## src/hdl/vphd_pkg.sv

```systemverilog
// Shared types and constants of the valve peak-and-hold driver.
// Used by every RTL module of the block; depends on nothing.
package vphd_pkg;

  localparam int unsigned NUM_VALVES = 7;
  localparam int unsigned NUM_PORTS  = 5;

  localparam logic [7:0]  FULL_DUTY = 8'hFF;
  localparam logic [15:0] AGE_MAX   = 16'hFFFF;

  localparam logic [7:0]  HOLD_DUTY_RESET = 8'd255;
  localparam logic [15:0] THRESHOLD_RESET = 16'd500;

  // Pump numbers accepted by a pump write.
  localparam logic [1:0] PUMP1_INDEX = 2'd1;
  localparam logic [1:0] PUMP2_INDEX = 2'd2;

  // Register index as decoded from paddr[2].
  localparam logic REG_HOLD_DUTY = 1'b0;
  localparam logic REG_THRESHOLD = 1'b1;

  typedef enum logic [2:0] {
    OP_TICK      = 3'd0,
    OP_SET_PORTS = 3'd1,
    OP_OPEN      = 3'd2,
    OP_CLOSE     = 3'd3,
    OP_PUMP      = 3'd4
  } op_e;

  typedef struct packed {
    logic [7:0]  hold_duty;
    logic [15:0] threshold_ms;
  } cfg_t;

  typedef struct packed {
    op_e        op;
    logic [6:0] valve_mask;
    logic [1:0] pump_index;
    logic [7:0] pump_duty;
  } item_t;

  // Packed with the last field in the lowest bits, matching m_axis_tdata.
  typedef struct packed {
    logic [7:0] pump2_level;
    logic [7:0] pump1_level;
    logic [7:0] outlet_duty;
    logic [7:0] inlet_duty;
    logic [7:0] port5_duty;
    logic [7:0] port4_duty;
    logic [7:0] port3_duty;
    logic [7:0] port2_duty;
    logic [7:0] port1_duty;
    logic [6:0] hold_mask;
    logic [8:0] status_bits;
  } result_t;

endpackage

```

## src/hdl/vphd_cfg_regs.sv

```systemverilog
// Configuration registers of the valve driver behind an APB-style port.
// Depends on vphd_pkg for the register layout and reset values.
module vphd_cfg_regs (
  input  logic                clk_i,
  input  logic                rst_ni,
  input  logic                psel_i,
  input  logic                penable_i,
  input  logic                pwrite_i,
  input  logic [2:0]          paddr_i,
  input  logic [31:0]         pwdata_i,
  output logic [31:0]         prdata_o,
  output logic                pready_o,
  output vphd_pkg::cfg_t      cfg_o
);

  logic        wr_en;
  logic [7:0]  hold_duty_q;
  logic [15:0] threshold_q;

  assign pready_o = 1'b1;
  assign wr_en    = psel_i && penable_i && pwrite_i;

  // Register writes; the register is picked by the word address bit.
  always_ff @(posedge clk_i or negedge rst_ni) begin
    if (!rst_ni) begin
      hold_duty_q <= vphd_pkg::HOLD_DUTY_RESET;
      threshold_q <= vphd_pkg::THRESHOLD_RESET;
    end else if (wr_en) begin
      if (paddr_i[2] == vphd_pkg::REG_HOLD_DUTY) begin
        hold_duty_q <= pwdata_i[7:0];
      end else begin
        threshold_q <= pwdata_i[15:0];
      end
    end
  end

  // Read-back mux.
  always_comb begin
    if (paddr_i[2] == vphd_pkg::REG_THRESHOLD) begin
      prdata_o = {16'd0, threshold_q};
    end else begin
      prdata_o = {24'd0, hold_duty_q};
    end
  end

  assign cfg_o.hold_duty    = hold_duty_q;
  assign cfg_o.threshold_ms = threshold_q;

endmodule

```

## src/hdl/vphd_core.sv

```systemverilog
// Valve and pump state with its combinational update and result logic.
// Depends on vphd_pkg for the request, result and configuration types.
module vphd_core (
  input  logic              clk_i,
  input  logic              rst_ni,
  input  logic              advance_i,
  input  vphd_pkg::item_t   item_i,
  input  vphd_pkg::cfg_t    cfg_i,
  output vphd_pkg::result_t result_o
);

  localparam int unsigned NV = vphd_pkg::NUM_VALVES;
  localparam int unsigned NP = vphd_pkg::NUM_PORTS;

  logic [NV-1:0] open_q, open_d;
  logic [NV-1:0] held_q, held_d;
  logic [15:0]   age_q [NV];
  logic [15:0]   age_d [NV];
  logic [7:0]    pump_q [2];
  logic [7:0]    pump_d [2];
  logic [7:0]    duty   [NV];

  // Next state for the request being processed.
  always_comb begin
    open_d = open_q;
    held_d = held_q;
    age_d  = age_q;
    pump_d = pump_q;
    case (item_i.op)
      vphd_pkg::OP_TICK: begin
        // Saturating age count, then the hold check on the new age.
        for (int i = 0; i < NV; i++) begin
          if (open_q[i]) begin
            if (age_q[i] != vphd_pkg::AGE_MAX) begin
              age_d[i] = age_q[i] + 16'd1;
            end
            if (age_d[i] > cfg_i.threshold_ms) begin
              held_d[i] = 1'b1;
            end
          end
        end
      end
      vphd_pkg::OP_SET_PORTS: begin
        // Every port valve is rewritten: opened or closed, age cleared.
        for (int i = 0; i < NP; i++) begin
          age_d[i] = 16'd0;
        end
        open_d[NP-1:0] = item_i.valve_mask[NP-1:0];
        held_d[NP-1:0] = '0;
      end
      vphd_pkg::OP_OPEN: begin
        for (int i = 0; i < NV; i++) begin
          if (item_i.valve_mask[i]) begin
            age_d[i] = 16'd0;
          end
        end
        open_d = open_q | item_i.valve_mask;
        held_d = held_q & ~item_i.valve_mask;
      end
      vphd_pkg::OP_CLOSE: begin
        for (int i = 0; i < NV; i++) begin
          if (item_i.valve_mask[i]) begin
            age_d[i] = 16'd0;
          end
        end
        open_d = open_q & ~item_i.valve_mask;
        held_d = held_q & ~item_i.valve_mask;
      end
      vphd_pkg::OP_PUMP: begin
        if (item_i.pump_index == vphd_pkg::PUMP1_INDEX) begin
          pump_d[0] = item_i.pump_duty;
        end else if (item_i.pump_index == vphd_pkg::PUMP2_INDEX) begin
          pump_d[1] = item_i.pump_duty;
        end
      end
      default: begin
      end
    endcase
  end

  // State registers, written only when a request moves to the output.
  always_ff @(posedge clk_i or negedge rst_ni) begin
    if (!rst_ni) begin
      open_q <= '0;
      held_q <= '0;
      for (int i = 0; i < NV; i++) begin
        age_q[i] <= 16'd0;
      end
      pump_q[0] <= 8'd0;
      pump_q[1] <= 8'd0;
    end else if (advance_i) begin
      open_q <= open_d;
      held_q <= held_d;
      age_q  <= age_d;
      pump_q <= pump_d;
    end
  end

  // Drive duty per valve: off, hold level or full level.
  always_comb begin
    for (int i = 0; i < NV; i++) begin
      if (!open_d[i]) begin
        duty[i] = 8'd0;
      end else if (held_d[i]) begin
        duty[i] = cfg_i.hold_duty;
      end else begin
        duty[i] = vphd_pkg::FULL_DUTY;
      end
    end
  end

  // Result as seen after the update.
  assign result_o.status_bits = {pump_d[1] != 8'd0, pump_d[0] != 8'd0, open_d};
  assign result_o.hold_mask   = held_d & open_d;
  assign result_o.port1_duty  = duty[0];
  assign result_o.port2_duty  = duty[1];
  assign result_o.port3_duty  = duty[2];
  assign result_o.port4_duty  = duty[3];
  assign result_o.port5_duty  = duty[4];
  assign result_o.inlet_duty  = duty[5];
  assign result_o.outlet_duty = duty[6];
  assign result_o.pump1_level = pump_d[0];
  assign result_o.pump2_level = pump_d[1];

endmodule

```

## src/hdl/valve_peak_hold_driver.sv

```systemverilog
// Valve peak-and-hold driver: seven solenoid valves and two pumps.
// A request waits in the input register; its result goes to the result register.
// Throughput: one request per cycle while the result stream is not stalled; the state update
// is a single pass between the input register and the result register.
// Reset (rst_ni, async, low): all valves closed and not held, ages and pumps
// zero, hold_duty 255, threshold_ms 500, both stream registers empty.
module valve_peak_hold_driver (
  input  logic        clk_i,
  input  logic        rst_ni,
  // Request stream.
  input  logic        s_axis_tvalid,
  output logic        s_axis_tready,
  input  logic [23:0] s_axis_tdata,   // valve_mask[6:0], pump_index[8:7], pump_duty[16:9]
  input  logic [2:0]  s_axis_tuser,   // op[2:0]
  // Result stream.
  output logic        m_axis_tvalid,
  input  logic        m_axis_tready,
  output logic [87:0] m_axis_tdata,   // status_bits[8:0], hold_mask[15:9],
                                      // port1..port5_duty[55:16], inlet_duty[63:56],
                                      // outlet_duty[71:64], pump1_level[79:72],
                                      // pump2_level[87:80]
  // Configuration port.
  input  logic        psel,
  input  logic        penable,
  input  logic        pwrite,
  input  logic [2:0]  paddr,
  input  logic [31:0] pwdata,
  output logic [31:0] prdata,
  output logic        pready
);

  vphd_pkg::cfg_t    cfg;
  vphd_pkg::item_t   in_item, in_item_q;
  vphd_pkg::result_t result, result_q;
  logic              in_valid_q;
  logic              out_valid_q;
  logic              advance;
  logic              in_take;

  vphd_cfg_regs u_cfg_regs (
    .clk_i     (clk_i),
    .rst_ni    (rst_ni),
    .psel_i    (psel),
    .penable_i (penable),
    .pwrite_i  (pwrite),
    .paddr_i   (paddr),
    .pwdata_i  (pwdata),
    .prdata_o  (prdata),
    .pready_o  (pready),
    .cfg_o     (cfg)
  );

  // Unpack the request.
  assign in_item.op         = vphd_pkg::op_e'(s_axis_tuser);
  assign in_item.valve_mask = s_axis_tdata[6:0];
  assign in_item.pump_index = s_axis_tdata[8:7];
  assign in_item.pump_duty  = s_axis_tdata[16:9];

  // The held request moves on when the result register is free or drains.
  assign advance       = in_valid_q && (!out_valid_q || m_axis_tready);
  assign s_axis_tready = !in_valid_q || advance;
  assign in_take       = s_axis_tvalid && s_axis_tready;

  // Input register valid flag.
  always_ff @(posedge clk_i or negedge rst_ni) begin
    if (!rst_ni) begin
      in_valid_q <= 1'b0;
    end else if (in_take) begin
      in_valid_q <= 1'b1;
    end else if (advance) begin
      in_valid_q <= 1'b0;
    end
  end

  always_ff @(posedge clk_i) begin
    if (in_take) begin
      in_item_q <= in_item;
    end
  end

  vphd_core u_core (
    .clk_i     (clk_i),
    .rst_ni    (rst_ni),
    .advance_i (advance),
    .item_i    (in_item_q),
    .cfg_i     (cfg),
    .result_o  (result)
  );

  // Result register valid flag.
  always_ff @(posedge clk_i or negedge rst_ni) begin
    if (!rst_ni) begin
      out_valid_q <= 1'b0;
    end else if (advance) begin
      out_valid_q <= 1'b1;
    end else if (m_axis_tready) begin
      out_valid_q <= 1'b0;
    end
  end

  always_ff @(posedge clk_i) begin
    if (advance) begin
      result_q <= result;
    end
  end

  assign m_axis_tvalid = out_valid_q;
  assign m_axis_tdata  = result_q;

endmodule

```

## config.mk

```make
export PLATFORM = sky130hd
export DESIGN_NAME = valve_peak_hold_driver
export DESIGN_NICKNAME = d
export VERILOG_FILES = /design/src/hdl/vphd_pkg.sv /design/src/hdl/vphd_cfg_regs.sv /design/src/hdl/vphd_core.sv /design/src/hdl/valve_peak_hold_driver.sv
export SDC_FILE = /design/constraint.sdc
export NUM_CORES = 1
export LEC_CHECK = 0
export ABC_AREA = 1
export BUFFER_PORTS_ARGS = -buffer_cell sky130_fd_sc_hd__buf_2
export CORE_UTILIZATION = 38
export CTS_BUF_LIST = sky130_fd_sc_hd__clkbuf_8
export CTS_CLUSTER_DIAMETER = 150
export CTS_CLUSTER_SIZE = 20
export DETAILED_ROUTE_END_ITERATION = 8
export PLACE_DENSITY = 0.62
export SLEW_MARGIN = 15
export SYNTH_ARGS = -nofsm -noshare
export SYNTH_HDL_FRONTEND = slang
export SYNTH_SLANG_ARGS = --single-unit
```

## constraint.sdc

```tcl
create_clock -name clk_i -period 5 [get_ports clk_i]
set_clock_uncertainty 0.15 [all_clocks]
set_input_delay 0.5 -clock clk_i [delete_from_list [all_inputs] [get_ports clk_i]]
set_output_delay 0.5 -clock clk_i [all_outputs]
set_load 0.01 [all_outputs]
```

==> results of run 1 <==
-- kinds of logic after synthesis --
logic type | after synthesis | share of synthesized area [%]
DFF | 276 | 45.2
buffers and inverters | 340 | 8.32
AOI/OAI and AO/OA | 358 | 11.6
xor gates and xnor gates | 53 | 2.81
other | 2 | 0.0455
adders and majority gates | 119 | 9.02
and+or+nand+nor | 902 | 23.0
-- final cells by class --
class                           instances  area [um^2]  share of cell area, %
Clock buffer                           17          234                   1.27
Timing Repair Buffer                  190         1150                   6.24
Multi-Input combinational cell       1449         7720                   41.8
Sequential cell                       276         7460                   40.4
Tap cell                              577          722                   3.91
Inverter                              290         1090                   5.91
Clock inverter                         12         71.3                  0.386
-- through the flow --
stage / utilization, % / hold slack (ps)
final: 43.5 / 38.9
after global routing: 43.5 / 36.7
after detailed placement: 41.9 / 316
after CTS: 43.5 / 11.4
after floorplan: - / 54.4
after global placement: 41.9 / 312
-- layer usage --
| layer | track usage, % | vias to the layer above |
|---|---|---|
| li1 | - | 7013 |
| met1 | 26.0 | 6648 |
| met2 | 34.3 | 313 |
| met3 | 2.03 | 63 |
| met4 | 4.77 | 0 |
| met5 | 0 | - |
-- Yosys cell counts, drive strengths merged --
cell type	n	share of area (%)
nand2	583	13
inv	289	6.6
o21ai	187	5.8
nor2	160	4.1
dfrtp	154	23
a21oi	121	3.7
ha	119	9.0
edfxtp	108	20
nand3	63	2.2
xor2	52	2.8
nor3	44	1.4
buf	31	1.3
nand4	28	1.2
clkbuf	19	0.43
o22ai	19	0.72
dfstp	14	2.2
a22o	11	0.58
nor4	9	0.34
or2	9	0.34
a21o	7	0.32
a31oi	7	0.27
o21a	5	0.23
and2	2	0.076
and3	2	0.076
conb	2	0.045
nand3b	2	0.091
clkinv	1	0.023
o31ai	1	0.045
xnor2	1	0.053
-- how the worst min path moves through the flow --
| stage | from | endpoint | slack [ps] | cells past startpoint |
|---|---|---|---|---|
| after floorplan | rst_ni | asynchronous set/reset pin | 50 | 0 |
| after global placement | u_core.pump_q[15]$_DFFE_PN0P_ | u_core.pump_q[15]$_DFFE_PN0P_ | 310 | 2 |
| after detailed placement | u_core.pump_q[6]$_DFFE_PN0P_ | u_core.pump_q[6]$_DFFE_PN0P_ | 320 | 2 |
| after CTS | pwdata[14] | u_cfg_regs.threshold_q[14]$_DFFE_PN0P_ | 10 | 3 |
| after global routing | pwdata[14] | u_cfg_regs.threshold_q[14]$_DFFE_PN0P_ | 40 | 3 |
| final | pwdata[14] | u_cfg_regs.threshold_q[14]$_DFFE_PN0P_ | 40 | 3 |
-- placed cells by master (no fill, tap or decap), types with 8 or more instances in the layout --
cell type	synthesis	layout
conb_1	2	17
o22ai_1	19	19
buf_2	9	148
dlygate4sd3_1	0	37
nand4_1	27	27
a22o_1	11	11
nor2_1	150	150
nand2_1	579	579
dfrtp_1	154	154
nand3_2	8	8
ha_1	119	119
nand3_1	55	55
clkbuf_8	0	17
inv_2	21	21
a21oi_1	121	121
xor2_1	52	52
o21ai_0	143	143
dfstp_2	14	14
nor4_1	9	9
edfxtp_1	108	108
inv_1	268	279
nor3_1	43	43
o21ai_1	39	39
-- state kept, by name, indices dropped and copies added, names as in the netlist, named ones only --
signal and count:
u_core.age_q 112, u_cfg_regs.threshold_q 16, in_valid_q 1, u_cfg_regs.hold_duty_q 8
m_axis_tvalid 1, u_core.pump_q 16, u_core.open_q 7, m_axis_tdata 88
in_item_q 20
-- tightest hold or removal path: cells and delay by family --
kind / cells / cell delay, ps
buf+inv: 1 / 80
compound gates: 1 / 110
simple gates: 1 / 30
-- report_power, final --
group / internal [mW] / switching [mW] / leakage [nW]
Combinational: 0.806 / 1.53 / 5.73
Clock: 0.376 / 0.746 / 0.195
Sequential: 2.90 / 0.300 / 3.27
-- what timing repair did --
item	CTS	global route
hold buffers	37	0
endpoints found under the hold margin	126	0
setup endpoints to repair	0	0
==> results_dict.tcl, run 1 <==
set metrics [dict create \
    die_w_um 210 \
    timing.final.setup_violations 0 \
    die_y_um 210 \
    top_layer "met4" \
    place_area_um2 17800 \
    drive_gt1_share_pct 10.8 \
    diodes 0 \
    worstSetupStartpoint "u_core.age_q[48]$_DFFE_PN0P_" \
    worst_pin_slew_ps 974 \
    timing.rr.start "u_core.age_q[48]$_DFFE_PN0P_" \
    place_inst 2745 \
    gp_congestion 0.903 \
    antenna_found_initial 0 \
    syn_area_um2 16500 \
    rrSetupSlack_ps 1420 \
    clock.fmax_mhz 280 \
    met3_length_mm 1.74 \
    syn_to_final_growth_pct 11.8 \
    crit_cells 21 \
    postRouteWirelength_mm 43.6 \
    syn_avg_cell_area_um2 8.05 \
    clock_path_buffers 3 \
    drc 0 \
    vias 14000 \
    rsz0062_at_grt "no" \
    regToRegEndpoint "m_axis_tdata[12]$_DFFE_PP_" \
    core_area_um2 42400 \
    status "complete, no violations" \
    dp_slack_ps 1450 \
    path_max_fanout 11 \
    postCtsSetupRepairBufs 0 \
    cp-end-kind "flip-flop" \
    path_delay_family "simple AND/OR/NAND/NOR gates" \
    track_usage_pct 19.6 \
    row_count 75 \
    grt_start_max_net_pins 89 \
    antenna_left 0 \
    worst-path-buf-inv 3 \
    power.density_nw_per_um2 361 \
    dieArea_um2 44300 \
    cts_buffers 17 \
    cts_resized 0 \
    dp_hpwl_mm 31.8 \
    slowest_stage "dfrtp_1" \
    finalCritPeriodShare_pct 71.5 \
    slew_violations 0 \
    grt_overflow 0 \
    ys_warn_count 0 \
    critical_path_class "reg -> reg" \
    required_ps 5190 \
    drtIter0Drc 1156 \
    io_buffers 149 \
    cts_tree "yes" \
    synthCells 2050 \
    grt_pass1_vias 13500 \
    initial_utilization_pct 38.9 \
    wl_met2_mm 21.3 \
    fin_area_um2 18500 \
    worstPathArrival_ps 3770 \
    ios 192 \
    p_leak_nw 9.19 \
    drt-wirelength-per-cell_um 15.5 \
    fin_cells 2811 \
    fin_tns_setup_ps 0 \
    cp_slowest_stage_delay_ps 480 \
    crit_end "m_axis_tdata[12]$_DFFE_PP_" \
    h-tree-depth 1 \
    hold_violations 0 \
    synth-seq-cells 276 \
    viasPerCell 4.99 \
    fillers 4265 \
    clk_pin_slew_worst_paths_ps 140 \
    hp-class "in -> reg" \
    clock_latency_ps 590 \
    ff2ff_path_depth 21 \
    ys_seq_area_share_pct 45.2 \
    setup_ws_ps 1420 \
    cts_root_buf "clkbuf_8" \
    wl_met1_mm 19.7 \
    dr.pass1.iters 5 \
    min_period_ps 3580 \
    slew_headroom_pct 35.1 \
    nets 2412 \
    cp-start-kind "flip-flop" \
    finalPower_mw 6.66 \
    cp_cell_sequence "ha_1 > nand3_1 > nor2_1 > nand4_1 > nor2_1 > inv_1 > o21ai_0 > inv_1 > ha_1 > nand2_1 > nand2_1 > nand2_1 > nand2_1 > nand2_1 > nand2_1 > nand2_1 > nand2_1 > nand2_1 > nand3_2 > nand2_1 > inv_1" \
    path_common_cell "nand2_1" \
    cap_viol_max_count 0 \
    synth.distinct_cells 43 \
    grt_pass1_wl_mm 69.8 \
    cts_sinks 276 \
    ir_worst_vdd_v 0.000323 \
]
(Power assumes the default switching activity.)
==> run 2: changes to the inputs <==
--- a/config.mk
+++ b/config.mk
@@ -5,7 +5,7 @@
 export SDC_FILE = /design/constraint.sdc
 export NUM_CORES = 1
 export LEC_CHECK = 0
-export ABC_AREA = 1
+export ABC_AREA = 0
 export BUFFER_PORTS_ARGS = -buffer_cell sky130_fd_sc_hd__buf_2
 export CORE_UTILIZATION = 38
 export CTS_BUF_LIST = sky130_fd_sc_hd__clkbuf_8
==> constraint.sdc (replaced) <==
create_clock -name clk_i -period 3.6 [get_ports clk_i]
set_clock_uncertainty 0.15 [all_clocks]
set_input_delay 0.36 -clock clk_i [delete_from_list [all_inputs] [get_ports clk_i]]
set_output_delay 0.36 -clock clk_i [all_outputs]
set_load 0.01 [all_outputs]
==> run 2 against run 1 <==
Synthesized cell count is 11% lower. Non-clock buffer count is 178 higher. Utilization is 2.6 points higher. Register-to-register slack worse by 1300 ps. Count of clock-buffer cells in the layout stayed put. Critical path depth is 9 lower. Die area is 5.8% higher.
==> results_dict.tcl, run 2 <==
set metrics [dict create \
    yosys.area.top_type "dfrtp_1" \
    syn_area_um2 17500 \
    hold_path_depth 3 \
    layout.cells.most_common_list "177 x buf_4, 172 x nand2_1, 172 x a21oi_1" \
    dieArea_um2 46900 \
    clock_path_buffers 3 \
    path_max_fanout 8 \
    largest_register_ffs 112 \
    clock_latency_ps 590 \
    slew_headroom_pct 23.3 \
    cp_cell_sequence "ha_1 > buf_4 > and3_1 > nand3_1 > and3_1 > nor2_1 > ha_1 > nand4_1 > or4_4 > a21o_1 > and3_4 > o311a_1" \
    syn_to_final_growth_pct 19.8 \
    drive_gt1_share_pct 23.9 \
    vias 15700 \
    dr.pass1.iters 5 \
    setup_ws_ps 104 \
    cts_sinks 276 \
    antenna_left 0 \
    timing.final.setup_violations 0 \
    ys_seq_area_share_pct 42.7 \
    switching_power_mw 2.96 \
    slew_violations 0 \
    synth.distinct_cells 86 \
    fin_tns_setup_ps 0 \
    clk_pin_slew_worst_paths_ps 140 \
    die_w_um 216 \
    synthArstFlopShare_pct 60.9 \
    finalPower_mw 8.36 \
    cp-end-kind "flip-flop" \
    internal-power_mw 5.40 \
    hp-start "m_axis_tready" \
    fin_util_pct 46.2 \
    cap_viol_max_count 0 \
    grt_overflow 0 \
    fillers 4265 \
    worst-path-buf-inv 1 \
    io_buffers 149 \
    ys.flop_type "dfrtp_1" \
    initial_utilization_pct 38.5 \
    place_area_um2 19800 \
    synthCells 1825 \
    power.density_nw_per_um2 399 \
    synth-seq-cells 276 \
    hold_ws_ps 76.6 \
    worstPathArrival_ps 3680 \
    die_y_um 216 \
    grt_pass1_vias 14800 \
    status "complete, no violations" \
    drtIter0Drc 1466 \
    viasPerCell 5.71 \
    fin_area_um2 20900 \
    cts_buffers 17 \
    syn_avg_cell_area_um2 9.58 \
    cts_tree "yes" \
    cp_slowest_stage_delay_ps 540 \
    critical_path_class "reg -> reg" \
    timing.rr.start "u_core.age_q[16]$_DFFE_PN0P_" \
    core_area_um2 45400 \
    regMostFlops "u_core.age_q" \
    cp-start-kind "flip-flop" \
    synth.most_common_cell "nand2_1" \
    slowest_stage "or4_4" \
    p_seq_share_pct 49.9 \
    synth.top_cell.area_share_pct 22.1 \
    path_delay_family "simple AND/OR/NAND/NOR gates" \
    ff2ff_path_depth 12 \
    synthTopCellsByArea "dfrtp_1 22%, edfxtp_1 19%, ha_1 8.5%" \
    drt-wirelength-per-cell_um 19.4 \
    cts_root_buf "clkbuf_8" \
    final_common_cell "buf_4" \
    p_leak_nw 9.31 \
    place_inst 2658 \
    required_ps 3780 \
    clock.fmax_mhz 286 \
    grt_start_max_net_pins 74 \
    finalCritPeriodShare_pct 97.1 \
    ys_warn_count 0 \
    dp_slack_ps -45.9 \
    antenna_found_initial 1 \
    combinationalPowerShare_pct 31.4 \
    row_count 78 \
    synthTopCellsByCount "174 x nand2_1, 173 x a21oi_1, 154 x dfrtp_1, 131 x nor2_1, 119 x ha_1" \
    hold_violations 0 \
    min_period_ps 3500 \
    diodes 0 \
    grt_pass1_wl_mm 82.6 \
    ir_worst_vdd_v 0.000391 \
    p_clk_share_pct 18.7 \
    postRouteWirelength_mm 53.2 \
    gp_congestion 0.896 \
    fin_cells 2748 \
    nets 2325 \
    hp-class "in -> reg" \
    ios 192 \
    synth_edf_count 108 \
    h-tree-depth 1 \
    track_usage_pct 22.1 \
    crit_cells 12 \
    dp_hpwl_mm 39.0 \
    drc 0 \
    swShare_pct 35.4 \
    worst_pin_slew_ps 1140 \
    worstSetupStartpoint "u_core.age_q[16]$_DFFE_PN0P_" \
]
[run 2: changes by cell type after synthesis, sizes merged, moves of 21 or more]
cell    change
mux2       +52
a21oi      +52
inv       -226
nor3       -24
xnor2      +47
o31ai      +21
and2       +23
xor2       -33
nand2     -407
o21ai      -60
and3       +34
clkbuf     +38
nor2       -29
[run 2: cell families after synthesis]
| kind of cell | share of synthesized area, % |
|---|---|
| AO/OA/AOI/OAI | 19.6 |
| other | 0.0430 |
| AND/OR/NAND/NOR | 18.0 |
| XOR/XNOR | 3.36 |
| buffers and inverters | 3.79 |
| flip-flops | 42.7 |
| adder cells (fa/ha/maj) | 8.52 |
| multiplexers | 4.04 |
[run 2: path summary, 6_finish.rpt]
path,end,slack (ps)
worst min register to register,u_core.pump_q[3]$_DFFE_PN0P_,350
worst max register to register,m_axis_tdata[62]$_SDFFCE_PN0P_,100
worst max-delay path,m_axis_tdata[62]$_SDFFCE_PN0P_,100
worst min-delay path,m_axis_tvalid$_DFFE_PN0P_,80
max in group asynchronous,u_cfg_regs.hold_duty_q[0]$_DFFE_PN1P_,2160
min in group asynchronous,u_core.open_q[0]$_DFFE_PN0P_,250
[run 2: layout make-up]
class                   instances  area, um^2  area share (%)
clock buffers                  17         234            1.12
clock inverters                13        78.8           0.376
inverters                      63         239            1.14
multi-input cells            1411        9640            46.0
flip-flops and latches        276        7480            35.7
well taps                     600         751            3.58
repair buffers                368        2530            12.1
[run 2: repair_timing]
item | 4_1_cts | 5_1_grt
endpoints found under the hold margin | 112 | 0
endpoints found under the setup margin | 17 | 65
resized for setup | 5 | 66
hold buffers | 38 | 0
pin swaps | 1 | 12
setup buffers | 4 | 17
[run 2: power groups by stage]
stage / clock network (mW) / registers (mW) / logic, mW
after floorplan: 0 / 4.17 / 1.49
after global routing: 1.72 / 4.22 / 2.91
after detailed placement: 0 / 4.22 / 2.54
final: 1.57 / 4.17 / 2.63
after CTS: 1.63 / 4.16 / 2.59
after global placement: 0 / 4.21 / 2.45
[run 2: worst min-delay path: cells and delay by family]
family / cells / cell delay (ps)
and+or+nand+nor: 2 / 300
buffers and inverters: 1 / 120
[run 2: layer usage]
metal	track usage, %	wire length (um)
met4	6.13	1330
met3	2.39	3090
met2	37.1	25000
met5	0	0
met1	30.3	23700
